`src/hw/rtl/sxd_pkg.sv`:
```
// ----------------------------------------------------------------------------
// sxd_pkg
// Shared types and constants for the XOR sprite draw block: the opcodes, the
// sprite and output row widths, and the command bundle that the controller
// sends to the datapath.
// ----------------------------------------------------------------------------
package sxd_pkg;

  // Opcodes of an input request.
  localparam logic OP_DRAW = 1'b0;
  localparam logic OP_READ = 1'b1;

  // Pixels in one sprite row and bits in one output row.
  localparam int SPRITE_W = 8;
  localparam int OUT_W    = 64;

  // Commands from the controller to the datapath.
  typedef struct packed {
    logic load;  // capture the accepted request
    logic rd;    // read the addressed framebuffer row
    logic upd;   // merge the sprite, write back, and register the result
  } sxd_cmd_t;

endpackage

```
`src/hw/rtl/sxd_ctrl.sv`:
```
// ----------------------------------------------------------------------------
// sxd_ctrl
// Controller state machine. It steps each accepted request through a row
// read, an update and an output stage, and drives both handshakes.
// ----------------------------------------------------------------------------
module sxd_ctrl (
  input  logic             clk,
  input  logic             rst_n,
  input  logic             in_valid,
  output logic             in_ready,
  output logic             out_valid,
  input  logic             out_ready,
  output sxd_pkg::sxd_cmd_t cmd
);

  localparam logic [1:0] ST_IDLE = 2'd0;
  localparam logic [1:0] ST_RD   = 2'd1;
  localparam logic [1:0] ST_UPD  = 2'd2;
  localparam logic [1:0] ST_OUT  = 2'd3;

  logic [1:0] state_r;
  logic [1:0] state_nxt;

  // Handshake outputs follow directly from the state.
  assign in_ready  = (state_r == ST_IDLE);
  assign out_valid = (state_r == ST_OUT);

  // Next state and datapath commands.
  always_comb begin
    state_nxt = state_r;
    cmd       = '0;
    case (state_r)
      ST_IDLE: begin
        if (in_valid) begin
          cmd.load  = 1'b1;
          state_nxt = ST_RD;
        end
      end
      ST_RD: begin
        cmd.rd    = 1'b1;
        state_nxt = ST_UPD;
      end
      ST_UPD: begin
        cmd.upd   = 1'b1;
        state_nxt = ST_OUT;
      end
      ST_OUT: begin
        if (out_ready) begin
          state_nxt = ST_IDLE;
        end
      end
      default: begin
        state_nxt = ST_IDLE;
      end
    endcase
  end

  // State register.
  always_ff @(posedge clk) begin
    if (!rst_n) begin
      state_r <= ST_IDLE;
    end else begin
      state_r <= state_nxt;
    end
  end

`ifndef SYNTHESIS
  // A new request is never taken while a result is still on offer.
  a_no_overlap: assert property (@(posedge clk) disable iff (!rst_n)
    !(in_ready && out_valid))
    else $error("input ready while a result is pending");

  // An accepted request is followed by the row read.
  a_accept_reads: assert property (@(posedge clk) disable iff (!rst_n)
    (in_valid && in_ready) |=> cmd.rd)
    else $error("accepted request was not followed by a row read");

  // The update always presents a result in the next cycle.
  a_upd_presents: assert property (@(posedge clk) disable iff (!rst_n)
    cmd.upd |=> out_valid)
    else $error("update was not followed by a valid result");
`endif

endmodule

```
`src/hw/rtl/sxd_dpath.sv`:
```
// ----------------------------------------------------------------------------
// sxd_dpath
// Datapath: coordinate wrapping, the framebuffer memory with per-row valid
// bits, the sprite XOR merge, the collision accumulator and the result
// registers.
// ----------------------------------------------------------------------------
module sxd_dpath #(
  parameter int SCREEN_W = 64,
  parameter int SCREEN_H = 32
) (
  input  logic              clk,
  input  logic              rst_n,
  input  sxd_pkg::sxd_cmd_t cmd,
  input  logic              in_opcode,
  input  logic [7:0]        in_start_x,
  input  logic [7:0]        in_start_y,
  input  logic [3:0]        in_row_offset,
  input  logic [7:0]        in_sprite_bits,
  input  logic              in_first_row,
  input  logic              in_last_row,
  output logic [63:0]       out_row_pixels,
  output logic              out_collision,
  output logic              out_sprite_done
);

  localparam int XW  = $clog2(SCREEN_W);
  localparam int YW  = $clog2(SCREEN_H);
  localparam int YSW = ((YW > 4) ? YW : 4) + 1;
  localparam int SW  = sxd_pkg::SPRITE_W;
  localparam int OW  = sxd_pkg::OUT_W;

  // Wrap tables for the 8-bit start coordinates.
  logic [XW-1:0] xmod_tab [256];
  logic [YW-1:0] ymod_tab [256];

  for (genvar g = 0; g < 256; g++) begin : g_wrap
    localparam int XM = g % SCREEN_W;
    localparam int YM = g % SCREEN_H;
    assign xmod_tab[g] = XW'(XM);
    assign ymod_tab[g] = YW'(YM);
  end

  // Captured request.
  logic          op_r;
  logic [XW-1:0] x0_r;
  logic [YSW-1:0] ysum_r;
  logic [SW-1:0] bits_r;
  logic          first_r;
  logic          last_r;

  // Framebuffer memory; rows never written read as all off.
  logic [SCREEN_W-1:0] frame_r [SCREEN_H];
  logic [SCREEN_H-1:0] vld_r;
  logic [SCREEN_W-1:0] rd_row_r;
  logic                rd_vld_r;

  // Collision accumulator.
  logic acc_r;
  logic acc_nxt;

  logic [YSW-1:0]      ysum_in;
  logic [YW-1:0]       addr;
  logic                in_range;
  logic                draw;
  logic [SCREEN_W-1:0] cur_row;
  logic [SCREEN_W+SW-1:0] mask_ext;
  logic [SCREEN_W-1:0] mask;
  logic [SCREEN_W-1:0] new_row;
  logic                hit;
  logic [SCREEN_W-1:0] row_res;
  logic [OW-1:0]       row_wide;

  // A draw addresses start row plus offset; a read addresses the start row.
  assign ysum_in = (in_opcode == sxd_pkg::OP_DRAW)
                 ? (YSW'(ymod_tab[in_start_y]) + YSW'(in_row_offset))
                 : YSW'(ymod_tab[in_start_y]);

  // Capture the request at acceptance.
  always_ff @(posedge clk) begin
    if (cmd.load) begin
      op_r    <= in_opcode;
      x0_r    <= xmod_tab[in_start_x];
      ysum_r  <= ysum_in;
      bits_r  <= in_sprite_bits;
      first_r <= in_first_row;
      last_r  <= in_last_row;
    end
  end

  assign addr     = ysum_r[YW-1:0];
  assign in_range = (ysum_r < YSW'(SCREEN_H));
  assign draw     = (op_r == sxd_pkg::OP_DRAW);

  // Sprite mask: column 0 is the row's top bit; pixels past the edge drop off.
  assign mask_ext = {bits_r, {SCREEN_W{1'b0}}} >> x0_r;
  assign mask     = mask_ext[SCREEN_W+SW-1:SW];

  assign cur_row = rd_vld_r ? rd_row_r : '0;
  assign new_row = cur_row ^ mask;
  assign hit     = |(cur_row & mask);

  // The accumulator clears on a first row and sets when a lit pixel goes off.
  always_comb begin
    acc_nxt = acc_r;
    if (draw) begin
      acc_nxt = (first_r ? 1'b0 : acc_r) | (in_range & hit);
    end
  end

  always_comb begin
    if (draw) begin
      row_res = in_range ? new_row : '0;
    end else begin
      row_res = cur_row;
    end
  end

  // Align the row to the 64-bit output with column 0 at the top bit.
  if (SCREEN_W >= OW) begin : g_out_trunc
    assign row_wide = row_res[SCREEN_W-1 -: OW];
  end else begin : g_out_pad
    assign row_wide = {row_res, {(OW-SCREEN_W){1'b0}}};
  end

  // Memory read and write-back.
  always_ff @(posedge clk) begin
    if (cmd.rd) begin
      rd_row_r <= frame_r[addr];
    end
    if (cmd.upd && draw && in_range) begin
      frame_r[addr] <= new_row;
    end
  end

  // Row valid bits and the accumulator.
  always_ff @(posedge clk) begin
    if (!rst_n) begin
      vld_r    <= '0;
      rd_vld_r <= 1'b0;
      acc_r    <= 1'b0;
    end else begin
      if (cmd.rd) begin
        rd_vld_r <= in_range & vld_r[addr];
      end
      if (cmd.upd) begin
        acc_r <= acc_nxt;
        if (draw && in_range) begin
          vld_r[addr] <= 1'b1;
        end
      end
    end
  end

  // Result registers.
  always_ff @(posedge clk) begin
    if (cmd.upd) begin
      out_row_pixels  <= row_wide;
      out_collision   <= acc_nxt;
      out_sprite_done <= draw & last_r;
    end
  end

`ifndef SYNTHESIS
  // A draw below the bottom edge reports an empty row.
  a_clip_row: assert property (@(posedge clk) disable iff (!rst_n)
    (cmd.upd && draw && !in_range) |=> (out_row_pixels == '0))
    else $error("clipped draw reported a nonzero row");

  // A read leaves the collision accumulator alone.
  a_read_keeps_acc: assert property (@(posedge clk) disable iff (!rst_n)
    (cmd.upd && !draw) |=> $stable(acc_r))
    else $error("read request changed the collision accumulator");
`endif

endmodule

```
`src/hw/rtl/sprite_xor_draw_collision.sv`:
```
// ----------------------------------------------------------------------------
// sprite_xor_draw_collision
// Framebuffer of SCREEN_W x SCREEN_H one-bit pixels. A draw request XORs one
// 8-pixel sprite row into it with clipping and collision tracking; a read
// request returns one row.
// ----------------------------------------------------------------------------
// The request is captured, its row read, then merged and registered; a new
// one is taken only once out_ready takes the result. Each request reads the
// framebuffer once; an on-screen draw writes back once, on one memory port.
// Reset: synchronous on rst_n; control state, the per-row valid bits and the
// collision flag clear at once, so the framebuffer reads as all off with no
// clearing pass.
// ----------------------------------------------------------------------------
module sprite_xor_draw_collision #(
  parameter int SCREEN_W = 64,
  parameter int SCREEN_H = 32
) (
  input  logic        clk,
  input  logic        rst_n,
  input  logic        in_valid,
  output logic        in_ready,
  input  logic        in_opcode,
  input  logic [7:0]  in_start_x,
  input  logic [7:0]  in_start_y,
  input  logic [3:0]  in_row_offset,
  input  logic [7:0]  in_sprite_bits,
  input  logic        in_first_row,
  input  logic        in_last_row,
  output logic        out_valid,
  input  logic        out_ready,
  output logic [63:0] out_row_pixels,
  output logic        out_collision,
  output logic        out_sprite_done
);

  sxd_pkg::sxd_cmd_t cmd;

  // Request sequencing.
  sxd_ctrl u_ctrl (
    .clk       (clk),
    .rst_n     (rst_n),
    .in_valid  (in_valid),
    .in_ready  (in_ready),
    .out_valid (out_valid),
    .out_ready (out_ready),
    .cmd       (cmd)
  );

  // Framebuffer, sprite merge and result registers.
  sxd_dpath #(
    .SCREEN_W (SCREEN_W),
    .SCREEN_H (SCREEN_H)
  ) u_dpath (
    .clk             (clk),
    .rst_n           (rst_n),
    .cmd             (cmd),
    .in_opcode       (in_opcode),
    .in_start_x      (in_start_x),
    .in_start_y      (in_start_y),
    .in_row_offset   (in_row_offset),
    .in_sprite_bits  (in_sprite_bits),
    .in_first_row    (in_first_row),
    .in_last_row     (in_last_row),
    .out_row_pixels  (out_row_pixels),
    .out_collision   (out_collision),
    .out_sprite_done (out_sprite_done)
  );

endmodule
```
`config.mk`:
```
export PLATFORM = sky130hd
export DESIGN_NAME = sprite_xor_draw_collision
export DESIGN_NICKNAME = d
export VERILOG_FILES = /design/src/hw/rtl/sxd_pkg.sv /design/src/hw/rtl/sxd_ctrl.sv /design/src/hw/rtl/sxd_dpath.sv /design/src/hw/rtl/sprite_xor_draw_collision.sv
export SDC_FILE = /design/constraint.sdc
export NUM_CORES = 2
export LEC_CHECK = 0
export BUFFER_PORTS_ARGS = -buffer_cell sky130_fd_sc_hd__buf_4
export CAP_MARGIN = 15
export CORE_ASPECT_RATIO = 1.2
export CORE_UTILIZATION = 29
export CTS_CLUSTER_DIAMETER = 50
export DETAILED_ROUTE_END_ITERATION = 10
export PLACE_DENSITY = 0.48
export RECOVER_POWER = 50
export SLEW_MARGIN = 15
export SYNTH_ARGS = -nofsm -noshare
export SYNTH_HDL_FRONTEND = slang
export SYNTH_SLANG_ARGS = --single-unit
```
`constraint.sdc`:
```
create_clock -name clk -period 12.01 [get_ports clk]
set_input_delay 2.402 -clock clk [delete_from_list [all_inputs] [get_ports clk]]
set_output_delay 2.402 -clock clk [all_outputs]
set_load 0.01 [all_outputs]
```
==> flow_summary.yaml <==
yosys:
  netlist_top_cells_area: "edfxtp_1 77%, mux4_2 14%, a22oi_1 2.3%"
  ys_types: 48
  synth_top_cells_by_count: "2,201 x edfxtp_1, 518 x mux4_2, 258 x a22oi_1, 92 x clkbuf_1, 90 x nor2_1"
  yosys.area.top_type: "edfxtp_1"
  yosysMostFrequentCell: "edfxtp_1"
  synth_top_area_share_pct: 77.2
  netlist_area_um2: 85600
  async_flop_share_pct: 0
  ys_seq_area_share_pct: 78.0
  syn_inst: 3801
  ys.flop_type: "edfxtp_1"
  synth-warning-count: 0
  synth_enable_flop_cells: 2201
  ys_seq_elements: 2237
  synth_fp_nets: 3909
  synth_area_per_cell_um2: 22.5
global_routing:
  grt_start_max_net_pins: 127
  grt_pass1_vias: 43300
  grt_overflow: 0
  grt_pass1_wl_um: 358000
  grt_antenna_before_repair: 12
  track_usage_pct: 17.3
drt:
  wl_per_cell_um: 32.3
  vias: 41500
  viasPerCell: 5.14
  drt_iter0_drc: 4577
  drc: 0
  drtAntennaViolNets: 0
  first_pass_iters: 5
  wl_um: 261000
power_and_ir_drop:
  totalPowerFinal_mw: 20.0
  ir_drop_mv: 0.117
  leakagePower_nw: 30.7
  p_sw_share_pct: 27.2
  p_per_area_nw_per_um2: 204
  p_sw_mw: 5.46
  cell_internal_pwr_mw: 14.6
  clkPwrFrac_pct: 34.6
  combinationalPowerShare_pct: 17.3
  seqPwrFrac_pct: 48.1
clocking:
  cts_buffers: 225
  cts_tree: "yes"
  cts_max_path_buffers: 4
  cts_hold_buf: 0
  htree_levels: 4
  root_buffer: "clkbuf_16"
  post-cts-setup-buffer-count: 0
  clk_latency_ns: 0.90
  clkSlewWorstSetupHoldPaths_ns: 0.07
  cts.sinks: 2237
  cts-resized-gates: 0
place:
  port_buffers: 97
  place_congestion: 0.790
  hpwl_um: 135000
  placed_cells: 7649
  pre_cts_ws_ns: 6.23
critical_path:
  cp-end-kind: "register"
  cp-start-kind: "register"
  arrival_ns: 8.45
  path_max_fanout: 37
  crit_type: "register to register"
  required_ns: 12.38
sta:
  fmax_mhz: 124
  clock_skew_ns: 0.0782
  setup_violations: 0
  fin_crit_sh_pct: 67.3
  tns_ns: 0
  period_minus_slack_ns: 8.09
  slew_headroom_pct: -204
  finalHoldViolCount: 0
  tightestPinTransition_ns: 4.56
  report.final.slew_viol_count: 1633
  rsz0062_at_grt: "false"
  fin_ws_ns: 3.92
  hold-worst-slack_ns: 0.466
layout:
  post_layout_nonfiller_instances: 8068
  areaGrowthSynthToFinish_pct: 14.5
  n_fill_cell: 27400
  num-nets-final: 4134
  drive_above_1_share_pct: 24.4
hold_path:
  hp-class: "register to register"
die:
  die_h_um: 597
  die_x_um: 498
  core.rowCount: 218
  design.die.area_um2: 297000
  io_pins: 103
  core_um2: 294000
  initial_core_util_pct: 29.2
run_status:
  status: "finished with violations"
  violations: "max-capacitance violations, max-slew violations"
flow_run:
  cap_violations: 60
-- layout by cell type, fill, tap and decap left out, drive strengths merged, types with 4 or more instances in the layout --
cell	Yosys	final
clkbuf	92	333
nor3b	5	5
a22oi	259	259
nand3	5	5
nor2b	14	14
edfxtp	2201	2201
nand4	72	72
a21oi	6	6
nor4	16	16
buf	127	148
o21a	35	35
mux2	4	4
clkinv	0	115
bufinv	0	20
o21ai	10	10
inv	13	21
nand3b	4	4
o22a	4	4
nor2	90	90
diode	0	9
o22ai	8	8
dfxtp	36	36
a22o	66	66
and2	66	66
mux4	518	518
ha	72	72
nand2	18	18
mux2i	23	23
-- metal layers --
metal	GRT usage (%)	share of wire [%]
met1	22.3	41
met2	30.2	51
met3	2.14	5.0
met4	5.10	3.1
met5	0	0.0050
-- flip-flops by register name, indices dropped and copies added (netlist names), 2 cells and up --
register	count
u_dpath.vld_r	32
u_dpath.bits_r	8
u_dpath.x0_r	6
u_dpath.frame_r	2048
u_ctrl.state_r	2
u_dpath.rd_row_r	64
u_dpath.ysum_r	6
u_dpath.out_row_pixels	64
-- worst paths after layout --
path	from	endpoint	slack [ns]	cells past startpoint
max	u_ctrl.state_r[0]	u_dpath.frame_r[7][24]	3.92	6
min	u_dpath.vld_r[31]	u_dpath.vld_r[31]	0.47	1
max reg2reg	u_ctrl.state_r[0]	u_dpath.frame_r[7][24]	3.92	6
min reg2reg	u_dpath.vld_r[31]	u_dpath.vld_r[31]	0.47	1
-- layout make-up --
cell class | count | area (µm²) | area share [%]
clock inverters | 146 | 1290 | 1.32
well taps | 3850 | 4820 | 4.91
clock buffers | 264 | 5840 | 5.95
multi-input cells | 1332 | 17800 | 18.2
repair buffers | 217 | 1430 | 1.46
diodes | 9 | 22.5 | 0.0230
flip-flops and latches | 2237 | 66800 | 68.1
inverters | 13 | 48.8 | 0.0497
-- metrics by stage --
step	instance area (µm²)	util [%]
global placement	91300	31.1
CTS	98500	33.5
detailed placement	91300	31.1
floorplan	85600	-
global route	98100	33.4
finish	98100	33.4
-- power groups by stage --
stage | Sequential (mW) | Combinational, mW | Clock (mW)
finish | 9.64 | 3.46 | 6.93
global route | 9.66 | 3.68 | 7.35
CTS | 9.62 | 3.54 | 7.07
detailed placement | 9.79 | 3.54 | 0
global placement | 9.78 | 3.48 | 0
floorplan | 9.71 | 2.22 | 0
-- critical path, stage by stage, from the launching register on --
cell	delay, ns
dfxtp_1	0.34
inv_1	0.09
ha_1	1.57
nand4_1	0.18
clkbuf_1	0.43
nor2_1	2.03
clkbuf_1	2.88
-- cell families (layout without fill, tap and decap cells) --
| kind of cell | Yosys count | count (layout) | share of synthesized area, % |
|---|---|---|---|
| DFF | 2237 | 2237 | 78.0 |
| muxes | 545 | 545 | 13.9 |
| AOI/OAI and AO/OA | 402 | 402 | 3.60 |
| and+or+nand+nor | 309 | 309 | 1.96 |
| buffers and inverters | 232 | 640 | 1.37 |
| adders and majority gates | 73 | 73 | 1.08 |
| xor gates and xnor gates | 3 | 3 | 0.0307 |
| other | 0 | 9 | 0 |
No activity file was read; power rests on OpenSTA's default activity.
